--- config.mk ---
export PLATFORM = sky130hd
export DESIGN_NAME = flow_sensor_validity_qualifier
export DESIGN_NICKNAME = d
export VERILOG_FILES = /design/src/design/fsvq_pkg.sv /design/src/design/flow_sensor_validity_qualifier.sv
export SDC_FILE = /design/constraint.sdc
export NUM_CORES = 1
export LEC_CHECK = 0
export ABC_AREA = 1
export BUFFER_PORTS_ARGS = -buffer_cell sky130_fd_sc_hd__buf_2
export CAP_MARGIN = 20
export CORE_UTILIZATION = 55
export CTS_CLUSTER_DIAMETER = 100
export DETAILED_ROUTE_END_ITERATION = 8
export PLACE_DENSITY = 0.76
export SETUP_SLACK_MARGIN = 0.4
export SLEW_MARGIN = 30
export SYNTH_ARGS = -nofsm -noshare
export SYNTH_HDL_FRONTEND = slang
export SYNTH_SLANG_ARGS = --single-unit
--- constraint.sdc ---
create_clock -name clk_i -period 3.23 [get_ports clk_i]
set_input_delay 0 -clock clk_i [delete_from_list [all_inputs] [get_ports clk_i]]
set_output_delay 0 -clock clk_i [all_outputs]
set_load 0.02 [all_outputs]
--- src/design/fsvq_pkg.sv ---
// Shared types and constants for the flow sensor validity qualifier.
package fsvq_pkg;

  // Configuration register map, one 32-bit register every four bytes.
  localparam int unsigned AddrWidth = 4;
  localparam int unsigned DataWidth = 32;

  typedef enum logic [1:0] {
    REG_QUALITY_THRESHOLD = 2'd0,
    REG_QUALITY_HOLD_MS   = 2'd1,
    REG_HEIGHT_CEILING_CM = 2'd2,
    REG_HEIGHT_HOLD_MS    = 2'd3
  } reg_idx_e;

  // Field widths.
  localparam int unsigned TickWidth    = 8;
  localparam int unsigned QualityWidth = 8;
  localparam int unsigned HoldWidth    = 15;
  localparam int unsigned HeightWidth  = 16;
  localparam int unsigned TimerWidth   = 16;

  // Register values after reset.
  localparam logic [QualityWidth-1:0] QualityThresholdRst = 8'd50;
  localparam logic [HoldWidth-1:0]    QualityHoldRst      = 15'd500;
  localparam logic [HeightWidth-1:0]  HeightCeilingRst    = 16'd600;
  localparam logic [HoldWidth-1:0]    HeightHoldRst       = 15'd1000;

  // Upper limit of the signed height timer.
  localparam logic signed [TimerWidth-1:0] HeightTimerMax = 16'sd32767;

endpackage

--- src/design/flow_sensor_validity_qualifier.sv ---
// Top level of the flow sensor validity qualifier: registers, tick logic and APB port.
//
//   Channel   Handshake                 Content
//   --------  ------------------------  ------------------------------------------
//   in        in_valid_i / in_ready_o   one control tick with sensor readings
//   out       out_valid_o / out_ready_i enables and last valid height
//   config    psel/penable/pwrite       four 32-bit registers at byte offsets 0..12
//
// A word is taken into an input register, evaluated against the qualifier state
// combinationally, and its result lands in the output register; one word per cycle is
// sustained when not stalled. The input register keeps accepting while the output
// register drains; a stall on the output side holds both stages. Reset clears the
// timers, flags and stage valids and loads the register defaults.
module flow_sensor_validity_qualifier
  import fsvq_pkg::*;
(
  input  logic                    clk_i,
  input  logic                    rst_ni,

  input  logic                    in_valid_i,
  output logic                    in_ready_o,
  input  logic [TickWidth-1:0]    tick_ms_i,
  input  logic                    main_flow_present_i,
  input  logic                    fused_flow_present_i,
  input  logic [QualityWidth-1:0] main_quality_i,
  input  logic [HeightWidth-1:0]  main_height_cm_i,
  input  logic [QualityWidth-1:0] fused_quality_i,
  input  logic [HeightWidth-1:0]  range_height_cm_i,
  input  logic                    position_hold_mode_i,
  input  logic                    uwb_online_i,
  input  logic                    vision_offline_i,

  output logic                    out_valid_o,
  input  logic                    out_ready_i,
  output logic                    flow_enable_o,
  output logic                    flow_range_enable_o,
  output logic                    uwb_enable_o,
  output logic                    vision_enable_o,
  output logic [HeightWidth-1:0]  valid_height_cm_o,

  input  logic                    psel,
  input  logic                    penable,
  input  logic                    pwrite,
  input  logic [AddrWidth-1:0]    paddr,
  input  logic [DataWidth-1:0]    pwdata,
  output logic [DataWidth-1:0]    prdata,
  output logic                    pready
);

  // Configuration registers.
  logic [QualityWidth-1:0] quality_threshold_q;
  logic [HoldWidth-1:0]    quality_hold_ms_q;
  logic [HeightWidth-1:0]  height_ceiling_cm_q;
  logic [HoldWidth-1:0]    height_hold_ms_q;
  reg_idx_e                reg_idx;
  logic                    cfg_write;

  assign pready    = 1'b1;
  assign reg_idx   = reg_idx_e'(paddr[3:2]);
  assign cfg_write = psel && penable && pwrite;

  always_ff @(posedge clk_i or negedge rst_ni) begin
    if (!rst_ni) begin
      quality_threshold_q <= QualityThresholdRst;
      quality_hold_ms_q   <= QualityHoldRst;
      height_ceiling_cm_q <= HeightCeilingRst;
      height_hold_ms_q    <= HeightHoldRst;
    end else if (cfg_write) begin
      unique case (reg_idx)
        REG_QUALITY_THRESHOLD: quality_threshold_q <= pwdata[QualityWidth-1:0];
        REG_QUALITY_HOLD_MS:   quality_hold_ms_q   <= pwdata[HoldWidth-1:0];
        REG_HEIGHT_CEILING_CM: height_ceiling_cm_q <= pwdata[HeightWidth-1:0];
        REG_HEIGHT_HOLD_MS:    height_hold_ms_q    <= pwdata[HoldWidth-1:0];
        default: ;
      endcase
    end
  end

  // Register readback.
  always_comb begin
    unique case (reg_idx)
      REG_QUALITY_THRESHOLD: prdata = {{(DataWidth-QualityWidth){1'b0}}, quality_threshold_q};
      REG_QUALITY_HOLD_MS:   prdata = {{(DataWidth-HoldWidth){1'b0}}, quality_hold_ms_q};
      REG_HEIGHT_CEILING_CM: prdata = {{(DataWidth-HeightWidth){1'b0}}, height_ceiling_cm_q};
      REG_HEIGHT_HOLD_MS:    prdata = {{(DataWidth-HoldWidth){1'b0}}, height_hold_ms_q};
      default:               prdata = '0;
    endcase
  end

  // Pipeline control: the input stage moves on when the output register is free or being drained.
  logic in_valid_q;
  logic out_valid_q;
  logic advance;

  assign advance     = in_valid_q && (!out_valid_q || out_ready_i);
  assign in_ready_o  = !in_valid_q || advance;
  assign out_valid_o = out_valid_q;

  always_ff @(posedge clk_i or negedge rst_ni) begin
    if (!rst_ni) begin
      in_valid_q  <= 1'b0;
      out_valid_q <= 1'b0;
    end else begin
      if (in_ready_o) begin
        in_valid_q <= in_valid_i;
      end
      if (advance) begin
        out_valid_q <= 1'b1;
      end else if (out_ready_i) begin
        out_valid_q <= 1'b0;
      end
    end
  end

  // Input register.
  logic [TickWidth-1:0]    tick_q;
  logic                    main_present_q;
  logic                    fused_present_q;
  logic [QualityWidth-1:0] main_quality_q;
  logic [HeightWidth-1:0]  main_height_q;
  logic [QualityWidth-1:0] fused_quality_q;
  logic [HeightWidth-1:0]  range_height_q;
  logic                    hold_mode_q;
  logic                    uwb_online_q;
  logic                    vision_offline_q;

  always_ff @(posedge clk_i) begin
    if (in_ready_o && in_valid_i) begin
      tick_q           <= tick_ms_i;
      main_present_q   <= main_flow_present_i;
      fused_present_q  <= fused_flow_present_i;
      main_quality_q   <= main_quality_i;
      main_height_q    <= main_height_cm_i;
      fused_quality_q  <= fused_quality_i;
      range_height_q   <= range_height_cm_i;
      hold_mode_q      <= position_hold_mode_i;
      uwb_online_q     <= uwb_online_i;
      vision_offline_q <= vision_offline_i;
    end
  end

  // Qualifier state.
  logic [TimerWidth-1:0]        quality_timer_q, quality_timer_d;
  logic                         quality_good_q, quality_good_d;
  logic signed [TimerWidth-1:0] height_timer_q, height_timer_d;
  logic                         height_good_q, height_good_d;
  logic                         range_pending_q, range_pending_d;
  logic [HeightWidth-1:0]       last_height_q, last_height_d;
  logic                         flow_en;
  logic                         range_en;

  // Selected source and the counting arithmetic.
  logic [QualityWidth-1:0] sel_quality;
  logic [HeightWidth-1:0]  sel_height;
  logic [TimerWidth:0]     height_sum;
  logic                    height_below_hold;
  logic                    height_positive;

  assign sel_quality       = main_present_q ? main_quality_q : fused_quality_q;
  assign sel_height        = main_present_q ? main_height_q : range_height_q;
  assign height_sum        = {height_timer_q[TimerWidth-1], height_timer_q}
                           + {{(TimerWidth+1-TickWidth){1'b0}}, tick_q};
  assign height_below_hold = height_timer_q < $signed({1'b0, height_hold_ms_q});
  assign height_positive   = !height_timer_q[TimerWidth-1] && (height_timer_q != '0);

  // Per-tick update of timers, flags and enables.
  always_comb begin
    quality_timer_d = quality_timer_q;
    quality_good_d  = quality_good_q;
    height_timer_d  = height_timer_q;
    height_good_d   = height_good_q;
    range_pending_d = range_pending_q;
    last_height_d   = last_height_q;
    flow_en         = 1'b0;
    range_en        = 1'b0;

    if (main_present_q || fused_present_q) begin
      // Quality must stay above threshold for the hold time.
      if (sel_quality > quality_threshold_q) begin
        if (quality_timer_q < {1'b0, quality_hold_ms_q}) begin
          quality_timer_d = quality_timer_q + {{(TimerWidth-TickWidth){1'b0}}, tick_q};
        end else begin
          quality_good_d = 1'b1;
        end
      end else begin
        quality_timer_d = '0;
        quality_good_d  = 1'b0;
      end

      // Height timer counts up below the ceiling and down at or above it.
      if (sel_height < height_ceiling_cm_q) begin
        last_height_d = sel_height;
        if (height_below_hold) begin
          if (!height_sum[TimerWidth] && height_sum[TimerWidth-1]) begin
            height_timer_d = HeightTimerMax;
          end else begin
            height_timer_d = $signed(height_sum[TimerWidth-1:0]);
          end
        end else begin
          height_good_d   = 1'b1;
          range_pending_d = 1'b1;
        end
      end else begin
        if (height_positive) begin
          height_timer_d = height_timer_q - $signed({{(TimerWidth-TickWidth){1'b0}}, tick_q});
        end else begin
          height_good_d   = 1'b0;
          range_pending_d = 1'b0;
        end
      end

      // Position hold gates both flow enables.
      if (hold_mode_q) begin
        flow_en = height_good_d && quality_good_d;
      end else begin
        range_pending_d = 1'b0;
      end
      range_en = range_pending_d;
    end
  end

  always_ff @(posedge clk_i or negedge rst_ni) begin
    if (!rst_ni) begin
      quality_timer_q <= '0;
      quality_good_q  <= 1'b0;
      height_timer_q  <= '0;
      height_good_q   <= 1'b0;
      range_pending_q <= 1'b0;
      last_height_q   <= '0;
    end else if (advance) begin
      quality_timer_q <= quality_timer_d;
      quality_good_q  <= quality_good_d;
      height_timer_q  <= height_timer_d;
      height_good_q   <= height_good_d;
      range_pending_q <= range_pending_d;
      last_height_q   <= last_height_d;
    end
  end

  // Output register.
  logic                   flow_enable_q;
  logic                   flow_range_enable_q;
  logic                   uwb_enable_q;
  logic                   vision_enable_q;
  logic [HeightWidth-1:0] valid_height_q;

  always_ff @(posedge clk_i) begin
    if (advance) begin
      flow_enable_q       <= flow_en;
      flow_range_enable_q <= range_en;
      uwb_enable_q        <= uwb_online_q && hold_mode_q;
      vision_enable_q     <= !vision_offline_q && hold_mode_q;
      valid_height_q      <= last_height_d;
    end
  end

  assign flow_enable_o       = flow_enable_q;
  assign flow_range_enable_o = flow_range_enable_q;
  assign uwb_enable_o        = uwb_enable_q;
  assign vision_enable_o     = vision_enable_q;
  assign valid_height_cm_o   = valid_height_q;

endmodule
==> flow_summary_export.csv <==
group,metric,value,unit
run_status,outcome,"finished, final reports clean",
layout,final_design_area_no_fill,14200,sq um
synth,yosysWarningCount,0,
clock_tree,clockBufferDepth,2,
layout,nets,1763,
placed_design,postPlaceCellArea,11900,sq um
route,drt_pre_antenna_iters,6,
worst_setup_path,critPathLaunchType,"register",
worst_setup_path,setup.worst_path.end_class,"register",
worst_setup_path,ff2ff_path_depth,16,
route,wl,32900,microns
layout,drive_above_1_share,0.212,
clock_tree,numCtsBuffers,17,
synth,number_of_storage_elements_in_the_synthesis_netlist,188,
sta,post-route-period-util,0.958,
placed_design,numPortBuffers,123,
worst_hold_path,hold_wc_path_type,"primary input to asynchronous set/reset pin",
synth,syn-cell-area,11100,sq um
die,chipHeight,144,microns
synth,post_synth.cell_area_avg,8.21,sq um
worst_setup_path,regToRegStartpoint,"main_present_q",
clock_tree,worst_skew_pair.late_latency,0.45,ns
clock_tree,htree_num_levels,4,
grt,grt_pass1_wl,46500,microns
worst_setup_path,crit_arrival,3.31,ns
sta,finalWorstPathRequiredPeriod,3.09,ns
pwr,power.density_cell_area,750,nW/um^2
grt,grt_start_max_net_pins,68,
synth,synth.distinct_cells,45,
sta,finalHoldViolations,0,
die,chipWidth,144,microns
sta,maximum_clock_frequency,323,MHz
grt,gr-usage-met1,0.377,
grt,grt_antenna_before_repair,0,
route,routed_wire_length_per_instance,17.7,microns
worst_setup_path,timing.rr.end,"valid_height_cm_o[6]",
route,detail_route.drc_violations,0,
route,post_drt_via_cell_ratio,5.55,
layout,mostFrequentLayoutCells,"sky130_fd_sc_hd__nand2_1, sky130_fd_sc_hd__inv_1, sky130_fd_sc_hd__buf_2, sky130_fd_sc_hd__dfrtp_1, sky130_fd_sc_hd__dlygate4sd3_1",
synth,synth_top_flop_cell,"sky130_fd_sc_hd__dfrtp_1",
grt,all_layer_global_routing_usage,0.297,
route,detailedRoute.firstIterationViolations,1040,
sta,slew_margin_rel,0.343,
placed_design,placer_congestion,0.949,
clock_tree,cts_tree,"built",
sta,tns,0,ns
route,ant_nets,0,
grt,globalRoute.totalOverflow,0,
layout,layoutNonFillerInstCount,1859,
die,design.portCount,159,
placed_design,place.detailed.hpwl,20000,microns
sta,timing.final.max_slew_violations,0,
sta,finalSetupViolCount,0,
worst_setup_path,worst-endpoint-required,3.44,ns
synth,post_synthesis_cell_count,1351,
worst_setup_path,critical_path_class,"register to register",
grt,groute.layer.met3.usage,0.0474,
grt,met2_usage,0.506,
sta,tightest_slew,0.983,ns
die,fp.coreArea,19600,sq um
pwr,p_leak,6.99,nW
die,std_cell_rows,51,
synth,synth.yosys.seq_area_share,0.463,
layout,area_growth,27.7,%
sta,rsz0062_at_grt,"true",
synth,post_synth_arst_share,0.569,
clock_tree,clock_sinks,188,
clock_tree,cts.root.buffer_cell,"sky130_fd_sc_hd__clkbuf_16",
grt,grt_pass1_vias,9336,
job,max-cap-violations,0,
pwr,peakVddDrop,0.433,mV
layout,insertedDiodeCount,0,
die,start_util,0.566,
placed_design,dpl.cell_count,1714,
layout,layout_commonest_cell,"sky130_fd_sc_hd__nand2_1",
clock_tree,path_clk_slew,0.09,ns
worst_setup_path,reg2reg_slack,0.14,ns
grt,most_congested_layer_reported_by_global_routing,"met2",
worst_setup_path,critical_path_peak_fanout,8,
synth,synth_enable_flop_cells,81,
sta,clock-skew-final,0.0196,ns
die,die_area,20700,sq um
route,routed-via-count,10300,
-- synthesized netlist by cell type (2+ instances only) --
cell type | n | area (sq um)
sky130_fd_sc_hd__o21ai_0 | 88 | 440
sky130_fd_sc_hd__inv_1 | 180 | 676
sky130_fd_sc_hd__nand3_2 | 2 | 20.0
sky130_fd_sc_hd__dfrtp_1 | 88 | 2200
sky130_fd_sc_hd__buf_6 | 6 | 67.6
sky130_fd_sc_hd__nand2_2 | 4 | 25.0
sky130_fd_sc_hd__dfstp_2 | 19 | 499
sky130_fd_sc_hd__buf_4 | 18 | 135
sky130_fd_sc_hd__nand2_1 | 439 | 1650
sky130_fd_sc_hd__edfxtp_1 | 81 | 2430
sky130_fd_sc_hd__a21o_1 | 6 | 45.0
sky130_fd_sc_hd__nor2_2 | 4 | 25.0
sky130_fd_sc_hd__a21oi_1 | 47 | 235
sky130_fd_sc_hd__clkbuf_1 | 21 | 78.8
sky130_fd_sc_hd__clkinv_1 | 3 | 11.3
sky130_fd_sc_hd__conb_1 | 2 | 7.51
sky130_fd_sc_hd__ha_1 | 75 | 938
sky130_fd_sc_hd__nor4_1 | 2 | 12.5
sky130_fd_sc_hd__fa_1 | 3 | 60.1
sky130_fd_sc_hd__nand3b_1 | 3 | 22.5
sky130_fd_sc_hd__nand3_1 | 83 | 415
sky130_fd_sc_hd__buf_2 | 12 | 60.1
sky130_fd_sc_hd__nor2_1 | 48 | 180
sky130_fd_sc_hd__or2_2 | 15 | 93.8
sky130_fd_sc_hd__and2_1 | 17 | 106
sky130_fd_sc_hd__a211oi_1 | 2 | 15.0
sky130_fd_sc_hd__o221ai_1 | 7 | 61.3
sky130_fd_sc_hd__xor2_1 | 23 | 201
sky130_fd_sc_hd__o211ai_1 | 5 | 37.5
sky130_fd_sc_hd__o2111ai_1 | 7 | 61.3
sky130_fd_sc_hd__nand4_1 | 16 | 100
sky130_fd_sc_hd__nor3_1 | 12 | 60.1
-- kinds of logic after synthesis --
family	share of synthesized area
AND/OR/NAND/NOR	0.248
buffers and inverters	0.0931
flip-flops	0.463
AO/OA/AOI/OAI	0.0856
adder cells (fa/ha/maj)	0.0900
XOR/XNOR	0.0190
other	0.000677
multiplexers	0.000903
-- layer usage --
layer,vias up,wire (microns)
met4,0,1600
met5,-,0
met3,118,2130
li1,4815,-
met2,490,16400
met1,4894,12800
-- sequential cells by signal, summed over array words and instances, names as in the netlist, 8 cells and up --
name	cells
height_ceiling_cm_q	16
height_timer_q	16
last_height_q	16
main_height_q	16
quality_timer_q	16
range_height_q	16
valid_height_cm_o	16
height_hold_ms_q	15
quality_hold_ms_q	15
fused_quality_q	8
main_quality_q	8
quality_threshold_q	8
tick_q	8
-- power by group --
| part | internal (W) | switching, W | leakage [nW] |
|---|---|---|---|
| Sequential | 0.00311 | 0.000533 | 2.09 |
| Clock | 0.00108 | 0.00115 | 0.300 |
| Combinational | 0.00183 | 0.00291 | 4.60 |
| Total | 0.00603 | 0.00459 | 6.99 |
-- worst max-delay path, cell delays in order (launching register included) --
cell	delay (ns)
sky130_fd_sc_hd__edfxtp_1	0.55
sky130_fd_sc_hd__buf_6	0.16
sky130_fd_sc_hd__clkinvlp_4	0.13
sky130_fd_sc_hd__or2_4	0.29
sky130_fd_sc_hd__o21ai_4	0.07
sky130_fd_sc_hd__inv_2	0.06
sky130_fd_sc_hd__ha_4	0.15
sky130_fd_sc_hd__a21oi_2	0.16
sky130_fd_sc_hd__nor2_2	0.06
sky130_fd_sc_hd__a211oi_2	0.34
sky130_fd_sc_hd__nand2_4	0.14
sky130_fd_sc_hd__nand2_4	0.11
sky130_fd_sc_hd__nand2_8	0.10
sky130_fd_sc_hd__nor2_4	0.14
sky130_fd_sc_hd__buf_12	0.15
sky130_fd_sc_hd__nand2_1	0.07
sky130_fd_sc_hd__and2_1	0.17
-- metrics by stage --
step | worst slack (ns) | hold WS (ns) | total power [W] | util
after global routing | 0.0299 | 0.176 | 0.0113 | 0.723
after floorplan | 0.493 | -0.296 | 0.00649 | -
after global placement | 0.393 | 0.177 | 0.00738 | 0.607
final | 0.137 | 0.123 | 0.0106 | 0.723
after CTS | 0.400 | 0.248 | 0.00988 | 0.687
after detailed placement | 0.273 | 0.178 | 0.00754 | 0.607
-- what timing repair did --
action	in CTS	in global routing
resized for setup	30	110
buffers inserted	4	21
hold buffers	82	0
endpoints found under the hold margin	172	0
pin swaps	6	26
gates cloned	2	4
endpoints found under the setup margin	43	68
-- layout make-up --
type | instances | area (sq um)
Inverter | 184 | 694
Timing Repair Buffer | 248 | 1880
Multi-Input combinational cell | 940 | 5470
Timing Repair inverter | 2 | 15.0
Clock buffer | 17 | 425
Tap cell | 265 | 332
Sequential cell | 188 | 5130
Fill cell | 1369 | 5430
Clock inverter | 15 | 205
-- how the worst max path moves through the flow --
stage | startpoint | endpoint | slack, ns | cells past startpoint
CTS | main_present_q | quality_timer_q[7] | 0.40 | 15
detailed placement | main_present_q | valid_height_cm_o[5] | 0.27 | 13
global route | main_present_q | valid_height_cm_o[6] | 0.03 | 15
finish | main_present_q | valid_height_cm_o[6] | 0.14 | 16
floorplan | main_present_q | valid_height_cm_o[14] | 0.49 | 18
global placement | main_present_q | valid_height_cm_o[7] | 0.39 | 14
No activity file was read; power rests on OpenSTA's default activity.
